**src/design/tlbs_pkg.sv**
```systemverilog
// ----------------------------------------------------------------------------
// tlbs_pkg: shared types and constants of the tower lamp blink sequencer
// Lamp bit positions, lamp mode codes, register indexes and the config bundle.
// ----------------------------------------------------------------------------
package tlbs_pkg;

  // Number of status entries in each mode table (at most 16 fit a register)
  localparam int StatusCount = 16;

  localparam int StatusW  = 4;
  localparam int ModesW   = 32;
  localparam int BlinkW   = 16;
  localparam int ElapsedW = BlinkW + 1;
  localparam int CfgDataW = 32;
  localparam int CfgIdxW  = 3;

  // Lamp word layout
  localparam int NumLamps  = 6;
  localparam int LampRed   = 0;
  localparam int LampYel   = 1;
  localparam int LampGrn   = 2;
  localparam int LampStart = 3;
  localparam int LampStop  = 4;
  localparam int LampJam   = 5;

  localparam logic [BlinkW-1:0] BlinkTicksReset = 16'd500;

  typedef logic [NumLamps-1:0] lamps_t;

  // Register indexes of the write port
  typedef enum logic [CfgIdxW-1:0] {
    REG_RED_MODES    = 3'd0,
    REG_YELLOW_MODES = 3'd1,
    REG_GREEN_MODES  = 3'd2,
    REG_BLINK_TICKS  = 3'd3,
    REG_INIT_STATUS  = 3'd4
  } reg_idx_e;

  // Per-status tower lamp modes
  typedef enum logic [1:0] {
    MODE_OFF     = 2'd0,
    MODE_ON      = 2'd1,
    MODE_FLICKER = 2'd2,
    MODE_HOLD    = 2'd3
  } lamp_mode_e;

  // Configuration bundle from the register file to the core
  typedef struct packed {
    logic [ModesW-1:0]  red_modes;
    logic [ModesW-1:0]  yellow_modes;
    logic [ModesW-1:0]  green_modes;
    logic [BlinkW-1:0]  blink_ticks;
    logic [StatusW-1:0] init_status_code;
  } cfg_t;

endpackage

```
**src/design/tlbs_cfg_regs.sv**
```systemverilog
// ----------------------------------------------------------------------------
// tlbs_cfg_regs: configuration registers
// Holds the mode tables, blink period and init status code; write-only port.
// ----------------------------------------------------------------------------
module tlbs_cfg_regs (
  input  logic                             clk_i,
  input  logic                             rst_ni,
  input  logic                             cfg_we_i,
  input  logic [tlbs_pkg::CfgIdxW-1:0]     cfg_idx_i,
  input  logic [tlbs_pkg::CfgDataW-1:0]    cfg_wdata_i,
  output tlbs_pkg::cfg_t                   cfg_o
);
  import tlbs_pkg::*;

  cfg_t cfg_q;

  // Decode the index and load the addressed register
  always_ff @(posedge clk_i or negedge rst_ni) begin
    if (!rst_ni) begin
      cfg_q.red_modes        <= '0;
      cfg_q.yellow_modes     <= '0;
      cfg_q.green_modes      <= '0;
      cfg_q.blink_ticks      <= BlinkTicksReset;
      cfg_q.init_status_code <= '0;
    end else if (cfg_we_i) begin
      unique case (reg_idx_e'(cfg_idx_i))
        REG_RED_MODES:    cfg_q.red_modes        <= cfg_wdata_i[ModesW-1:0];
        REG_YELLOW_MODES: cfg_q.yellow_modes     <= cfg_wdata_i[ModesW-1:0];
        REG_GREEN_MODES:  cfg_q.green_modes      <= cfg_wdata_i[ModesW-1:0];
        REG_BLINK_TICKS:  cfg_q.blink_ticks      <= cfg_wdata_i[BlinkW-1:0];
        REG_INIT_STATUS:  cfg_q.init_status_code <= cfg_wdata_i[StatusW-1:0];
        default: ;
      endcase
    end
  end

  assign cfg_o = cfg_q;

endmodule

```
**src/design/tlbs_core.sv**
```systemverilog
// ----------------------------------------------------------------------------
// tlbs_core: blink phase sequencer and lamp update
// Four-phase loop (drive A, wait, drive B, wait) with a saturating tick
// counter; computes the new lamp levels for each accepted tick.
// ----------------------------------------------------------------------------
module tlbs_core (
  input  logic                          clk_i,
  input  logic                          rst_ni,
  input  logic                          accept_i,
  input  logic [tlbs_pkg::StatusW-1:0]  equipment_status_i,
  input  logic                          recovery_request_i,
  input  logic                          io_debug_active_i,
  input  tlbs_pkg::cfg_t                cfg_i,
  output tlbs_pkg::lamps_t              lamps_o
);
  import tlbs_pkg::*;

  typedef enum logic [3:0] {
    PH_DRIVE_A = 4'b0001,
    PH_WAIT_A  = 4'b0010,
    PH_DRIVE_B = 4'b0100,
    PH_WAIT_B  = 4'b1000
  } phase_e;

  phase_e               phase_q, phase_d;
  logic [ElapsedW-1:0]  elapsed_q, elapsed_d, elapsed_inc;
  logic                 odd_q, odd_d;
  lamps_t               lamps_q, lamps_d, drive_lamps;
  logic                 side_a, wait_done, is_init, in_table;
  lamp_mode_e           red_mode, yel_mode, grn_mode;

  // Level of a tower lamp after a drive phase
  function automatic logic tower_level(input logic cur, input lamp_mode_e mode,
                                       input logic a_side);
    logic lvl;
    lvl = cur;
    case (mode)
      MODE_OFF:     lvl = 1'b0;
      MODE_ON:      lvl = 1'b1;
      MODE_FLICKER: lvl = a_side;
      default:      lvl = cur;
    endcase
    return lvl;
  endfunction

  // Look up the per-status modes; statuses past the table leave lamps as they are
  assign in_table = int'(equipment_status_i) < StatusCount;
  assign red_mode = in_table ? lamp_mode_e'(cfg_i.red_modes[{equipment_status_i, 1'b0} +: 2])
                             : MODE_HOLD;
  assign yel_mode = in_table ? lamp_mode_e'(cfg_i.yellow_modes[{equipment_status_i, 1'b0} +: 2])
                             : MODE_HOLD;
  assign grn_mode = in_table ? lamp_mode_e'(cfg_i.green_modes[{equipment_status_i, 1'b0} +: 2])
                             : MODE_HOLD;

  assign side_a  = (phase_q == PH_DRIVE_A);
  assign is_init = (equipment_status_i == cfg_i.init_status_code);

  // Build the lamp word written by a drive phase
  always_comb begin
    drive_lamps = lamps_q;
    if (is_init) begin
      if (side_a) begin
        drive_lamps[LampStart] = odd_q;
        drive_lamps[LampStop]  = 1'b0;
        drive_lamps[LampJam]   = ~odd_q;
      end else begin
        drive_lamps[LampStart] = 1'b0;
        drive_lamps[LampStop]  = 1'b1;
        drive_lamps[LampJam]   = 1'b0;
      end
    end
    if (recovery_request_i) begin
      drive_lamps[LampStart] = side_a;
    end
    drive_lamps[LampRed] = tower_level(lamps_q[LampRed], red_mode, side_a);
    drive_lamps[LampYel] = tower_level(lamps_q[LampYel], yel_mode, side_a);
    drive_lamps[LampGrn] = tower_level(lamps_q[LampGrn], grn_mode, side_a);
  end

  // Saturating wait counter and its end condition
  assign elapsed_inc = (&elapsed_q) ? elapsed_q : elapsed_q + ElapsedW'(1);
  assign wait_done   = elapsed_inc > {1'b0, cfg_i.blink_ticks};

  // Advance the phase loop; debug freezes everything
  always_comb begin
    phase_d   = phase_q;
    elapsed_d = elapsed_q;
    odd_d     = odd_q;
    lamps_d   = lamps_q;
    if (!io_debug_active_i) begin
      unique case (phase_q)
        PH_DRIVE_A: begin
          lamps_d   = drive_lamps;
          elapsed_d = '0;
          phase_d   = PH_WAIT_A;
        end
        PH_WAIT_A: begin
          elapsed_d = elapsed_inc;
          if (wait_done) begin
            phase_d = PH_DRIVE_B;
          end
        end
        PH_DRIVE_B: begin
          lamps_d   = drive_lamps;
          elapsed_d = '0;
          phase_d   = PH_WAIT_B;
        end
        PH_WAIT_B: begin
          elapsed_d = elapsed_inc;
          if (wait_done) begin
            phase_d = PH_DRIVE_A;
            if (is_init) begin
              odd_d = ~odd_q;
            end
          end
        end
        default: phase_d = PH_DRIVE_A;
      endcase
    end
  end

  // Update state on each accepted tick
  always_ff @(posedge clk_i or negedge rst_ni) begin
    if (!rst_ni) begin
      phase_q   <= PH_DRIVE_A;
      elapsed_q <= '0;
      odd_q     <= 1'b1;
      lamps_q   <= '0;
    end else if (accept_i) begin
      phase_q   <= phase_d;
      elapsed_q <= elapsed_d;
      odd_q     <= odd_d;
      lamps_q   <= lamps_d;
    end
  end

  assign lamps_o = lamps_d;

endmodule

```
**src/design/tlbs_out_buf.sv**
```systemverilog
// ----------------------------------------------------------------------------
// tlbs_out_buf: result register with one-word skid stage
// Keeps the input side open while a finished word waits on the output.
// ----------------------------------------------------------------------------
module tlbs_out_buf (
  input  logic              clk_i,
  input  logic              rst_ni,
  input  logic              in_valid_i,
  output logic              in_stall_o,
  input  tlbs_pkg::lamps_t  in_word_i,
  output logic              out_valid_o,
  input  logic              out_stall_i,
  output tlbs_pkg::lamps_t  out_word_o
);
  import tlbs_pkg::*;

  logic   out_valid_q, skid_valid_q;
  lamps_t out_q, skid_q;
  logic   accept, out_free;

  assign in_stall_o = skid_valid_q;
  assign accept     = in_valid_i & ~skid_valid_q;
  assign out_free   = ~out_valid_q | ~out_stall_i;

  // Track occupancy of the output and skid slots
  always_ff @(posedge clk_i or negedge rst_ni) begin
    if (!rst_ni) begin
      out_valid_q  <= 1'b0;
      skid_valid_q <= 1'b0;
    end else if (out_free) begin
      out_valid_q  <= skid_valid_q | accept;
      skid_valid_q <= 1'b0;
    end else if (accept) begin
      skid_valid_q <= 1'b1;
    end
  end

  // Move words: skid drains first, otherwise the new word goes straight out
  always_ff @(posedge clk_i) begin
    if (out_free) begin
      if (skid_valid_q) begin
        out_q <= skid_q;
      end else if (accept) begin
        out_q <= in_word_i;
      end
    end else if (accept) begin
      skid_q <= in_word_i;
    end
  end

  assign out_valid_o = out_valid_q;
  assign out_word_o  = out_q;

endmodule

```
**src/design/tower_lamp_blink_sequencer.sv**
```systemverilog
// ----------------------------------------------------------------------------
// tower_lamp_blink_sequencer: signal tower and switch lamp blink controller
// Top level: register file, phase sequencer and output buffer.
// ----------------------------------------------------------------------------
// Each accepted word is one time tick and yields exactly one lamp word. A new
// tick is taken every cycle while in_stall_o is low: the state update is a
// counter compare and a mode table mux between the input handshake and the
// result register, and a one-word skid stage keeps the input open while a
// result waits on a stalled output, so in_stall_o rises only after the output
// has been stalled with a word pending. Configuration writes take effect on
// the next cycle and are meant to be issued while no tick is in flight.
module tower_lamp_blink_sequencer (
  input  logic                           clk_i,
  input  logic                           rst_ni,
  // configuration write port
  input  logic                           cfg_we_i,
  input  logic [tlbs_pkg::CfgIdxW-1:0]   cfg_idx_i,
  input  logic [tlbs_pkg::CfgDataW-1:0]  cfg_wdata_i,
  // tick input
  input  logic                           in_valid_i,
  output logic                           in_stall_o,
  input  logic [tlbs_pkg::StatusW-1:0]   equipment_status_i,
  input  logic                           recovery_request_i,
  input  logic                           io_debug_active_i,
  // lamp output
  output logic                           out_valid_o,
  input  logic                           out_stall_i,
  output logic                           red_lamp_o,
  output logic                           yellow_lamp_o,
  output logic                           green_lamp_o,
  output logic                           start_lamp_o,
  output logic                           stop_lamp_o,
  output logic                           jam_clear_lamp_o
);
  import tlbs_pkg::*;

  cfg_t   cfg;
  lamps_t next_lamps, out_lamps;
  logic   accept;

  assign accept = in_valid_i & ~in_stall_o;

  tlbs_cfg_regs u_cfg_regs (
    .clk_i       (clk_i),
    .rst_ni      (rst_ni),
    .cfg_we_i    (cfg_we_i),
    .cfg_idx_i   (cfg_idx_i),
    .cfg_wdata_i (cfg_wdata_i),
    .cfg_o       (cfg)
  );

  tlbs_core u_core (
    .clk_i              (clk_i),
    .rst_ni             (rst_ni),
    .accept_i           (accept),
    .equipment_status_i (equipment_status_i),
    .recovery_request_i (recovery_request_i),
    .io_debug_active_i  (io_debug_active_i),
    .cfg_i              (cfg),
    .lamps_o            (next_lamps)
  );

  tlbs_out_buf u_out_buf (
    .clk_i       (clk_i),
    .rst_ni      (rst_ni),
    .in_valid_i  (in_valid_i),
    .in_stall_o  (in_stall_o),
    .in_word_i   (next_lamps),
    .out_valid_o (out_valid_o),
    .out_stall_i (out_stall_i),
    .out_word_o  (out_lamps)
  );

  // Break the lamp word out to its ports
  assign red_lamp_o       = out_lamps[LampRed];
  assign yellow_lamp_o    = out_lamps[LampYel];
  assign green_lamp_o     = out_lamps[LampGrn];
  assign start_lamp_o     = out_lamps[LampStart];
  assign stop_lamp_o      = out_lamps[LampStop];
  assign jam_clear_lamp_o = out_lamps[LampJam];

endmodule

```
**config.mk**
```make
export PLATFORM = sky130hd
export DESIGN_NAME = tower_lamp_blink_sequencer
export DESIGN_NICKNAME = d
export VERILOG_FILES = /design/src/design/tlbs_pkg.sv /design/src/design/tlbs_cfg_regs.sv /design/src/design/tlbs_core.sv /design/src/design/tlbs_out_buf.sv /design/src/design/tower_lamp_blink_sequencer.sv
export SDC_FILE = /design/constraint.sdc
export NUM_CORES = 1
export LEC_CHECK = 0
export BUFFER_PORTS_ARGS = -buffer_cell sky130_fd_sc_hd__buf_2
export CAP_MARGIN = 20
export CORE_ASPECT_RATIO = 0.7
export CORE_MARGIN = 2
export CORE_UTILIZATION = 50
export CTS_CLUSTER_SIZE = 16
export DETAILED_ROUTE_END_ITERATION = 12
export GPL_TIMING_DRIVEN = 0
export PLACE_DENSITY = 0.64
export SYNTH_ARGS = -nofsm -noshare
export SYNTH_HDL_FRONTEND = slang
export SYNTH_SLANG_ARGS = --single-unit
```
**constraint.sdc**
```tcl
create_clock -name clk_i -period 8.9 [get_ports clk_i]
set_clock_uncertainty 0.15 [all_clocks]
set_input_delay 1.335 -clock clk_i [delete_from_list [all_inputs] [get_ports clk_i]]
set_output_delay 1.335 -clock clk_i [all_outputs]
set_load 0.02 [all_outputs]
```
==> impl_metrics.tcl <==
set metrics [dict create \
    cts_made_buffers 17 \
    num_antenna_cells 0 \
    r2r-start "u_core.elapsed_q[0]$_DFFE_PN0P_" \
    finalCriticalPeriod_ns 4.33 \
    register_area_sq_um 4020 \
    syn-mean-instance-area_sq_um 12.5 \
    port_buffers 52 \
    clk_latency_ns 0.43 \
    tightest_slew_ns 0.932 \
    viasPerCell 5.92 \
    yosysTopAreaCell "dfrtp_1" \
    synth_seq_cells 158 \
    ant_nets 0 \
    final_cell_mix "dfrtp_1, mux2_2, buf_2" \
    tns_ns 0 \
    cp-end-kind "flip-flop" \
    cts_max_level 4 \
    hold_path_class "reg -> reg" \
    cts.path.max_buffers 2 \
    syn_nets 709 \
    vias 5511 \
    fp.dieW_um 156 \
    netlist_area_sq_um 8040 \
    dp.cells 899 \
    antenna_found_initial 0 \
    dr.pass1.iters 5 \
    dpl_cell_area_sq_um 8590 \
    drtIter0Drc 368 \
    slew_headroom 0.378 \
    pwr_density_cell_nw_per_um2 241 \
    holdCritStartpoint "u_cfg_regs.cfg_o[89]$_DFFE_PN0P_" \
    path_class "reg -> reg" \
    hpwl_um 13900 \
    grt_pass1_vias 5638 \
    required_ns 9.12 \
    wire_per_inst_um 20.5 \
    core_area_sq_um 15600 \
    synth.distinct_cells 67 \
    gp_congestion 0.873 \
    yosysWarnings 0 \
    fp-row-count 38 \
    hold_path_end "u_cfg_regs.cfg_o[89]$_DFFE_PN0P_" \
    netlist.area_leader.share 0.429 \
    final_common_cell "dfrtp_1" \
    drc 0 \
    holdBufCountCts 0 \
    synth_compound_area_frac 0.0876 \
    clock.fmax_mhz 231 \
    arrival_ns 4.55 \
    critical_path.startpoint "u_core.elapsed_q[0]$_DFFE_PN0P_" \
    p_leak_nw 3.95 \
    postCtsSetupBuffers 0 \
    r2r-end "u_core.phase_q[3]$_DFFE_PN0P_" \
    die_area_sq_um 17100 \
    regToRegSetupSlack_ns 4.57 \
    area_growth_pct 14.0 \
    start_util 0.516 \
    chipHeight_um 110 \
    drive_gt1_frac 0.368 \
    synth_edf_count 12 \
    synth_fa_ha_area_frac 0.0264 \
    synth-async-reset-ratio 0.924 \
    synth_top_family_by_area "multiplexers" \
    yosysSeqAreaShare 0.500 \
    cts_tree "built" \
    post_cts_resized 0 \
    worst_setup_path_start_kind "flip-flop" \
    final_area_sq_um 9170 \
    p_total_mw 2.21 \
    synth_xor_area_frac 0.0229 \
    yosys.area_share.simple 0.0849 \
    rsz0062_at_grt "false" \
    crit_fanout 6 \
    nets 781 \
    rr_worst_depth 13 \
    final_cells 931 \
    period_share 0.487 \
    maxCapViolations 0 \
    grt_first_pass_wirelength_um 30600 \
    wirelength_um 19000 \
    hold_viol 0 \
    ys_top_cells_by_area "dfrtp_1, mux2_2, mux4_2" \
    setup_viol 0 \
    fillers 1284 \
    hold-path-cell-count 1 \
    ctsRootBufferMaster "clkbuf_16" \
    ios 54 \
    syn_inst 646 \
    status "finished clean" \
    synthMuxAreaShare 0.244 \
    ir_worst_vdd_mv 0.125 \
    drv_slew 0 \
    cts.sinks 158 \
    track_usage 0.239 \
    clk_pin_slew_ns 0.06 \
    grt-ovfl-total 0 \
    grt_max_degree 96 \
    multi_input_area_sq_um 3740 \
    synth_flop_cell "dfrtp_1" \
]
cell families after synthesis:
logic type                 after synthesis
and+or+nand+nor                        127
buffers and inverters                   57
xor gates and xnor gates                21
AOI/OAI and AO/OA                      109
muxes                                  157
DFF                                    158
adders and majority gates               17
report_power, final:
group | total [mW] | switching [mW] | internal (mW)
clock | 0.716 | 0.306 | 0.410
sequential | 0.971 | 0.0877 | 0.883
combinational | 0.523 | 0.266 | 0.257
cell type report:
cell class | instances | share of cell area
timing repair buffer | 53 | 0.0321
sequential | 158 | 0.439
tap | 200 | 0.0273
buffer | 31 | 0.0195
clock buffer | 20 | 0.0511
inverter | 26 | 0.0106
clock inverter | 12 | 0.0120
multi-input combinational | 431 | 0.408
synth_stat cells (all sizes together), types with 6 or more instances:
cell and number:
o211ai 6, mux2i 9, ha 17, inv 26, mux2 130, a21o 7
nor2 24, o21ai 39, dfstp 8, edfxtp 12, nand4 8, and2 6
dfrtp 138, a21oi 15, nor3 6, buf 21, nand3 13, xnor2 13
xor2 8, nor2b 7, a31oi 8, clkbuf 10, nand2 36, mux4 18
worst max path at each step:
| stage | to | slack (ns) | depth (start not counted) |
|---|---|---|---|
| final | u_core.phase_q[3]$_DFFE_PN0P_ | 4.57 | 13 |
| after global routing | u_core.phase_q[3]$_DFFE_PN0P_ | 4.23 | 13 |
| after CTS | u_core.phase_q[3]$_DFFE_PN0P_ | 4.63 | 13 |
| after detailed placement | u_core.phase_q[3]$_DFFE_PN0P_ | 4.68 | 13 |
| after global placement | u_cfg_regs.cfg_o[46]$_DFFE_PN0P_ | 4.25 | 1 |
| after floorplan | u_out_buf.out_word_o[5]$_DFFE_PP_ | 5.62 | 6 |
critical path, stage by stage, from the launching register on:
cell and delay, ns:
dfrtp_1 0.45, ha_1 0.27, nand4_1 0.27, nor3_2 0.43
and2_0 0.33, nand3_1 0.17, xnor2_1 0.16, ha_1 0.34
nand3_1 0.10, nor2_1 0.04, a2111oi_0 0.62, o2111ai_1 0.38
a21oi_1 0.37, a221o_1 0.20
flip-flops by register name, indices dropped and copies added, names as in the netlist:
signal and flops:
u_core.odd_q 1, u_out_buf.skid_q 6, u_core.lamps_q 6, u_out_buf.out_word_o 6
u_core.phase_q 4, u_out_buf.in_stall_o 1, u_out_buf.out_valid_o 1, u_core.elapsed_q 17
u_cfg_regs.cfg_o 116
metrics by stage:
stage	hold slack, ns	setup slack (ns)	utilization
after floorplan	0.293	5.62	-
after global placement	0.311	4.25	0.549
after detailed placement	0.338	4.68	0.551
after CTS	0.357	4.63	0.588
after global routing	0.368	4.23	0.588
final	0.354	4.57	0.588
layer usage:
layer | vias to the layer above | GRT usage | part of all wire
met3 | 28 | 0.0481 | 0.049
li1 | 2522 | - | -
met2 | 153 | 0.357 | 0.44
met4 | 0 | 0.0885 | 0.017
met5 | - | 0 | 0
met1 | 2808 | 0.350 | 0.49
No activity file was read; power rests on OpenSTA's default activity.
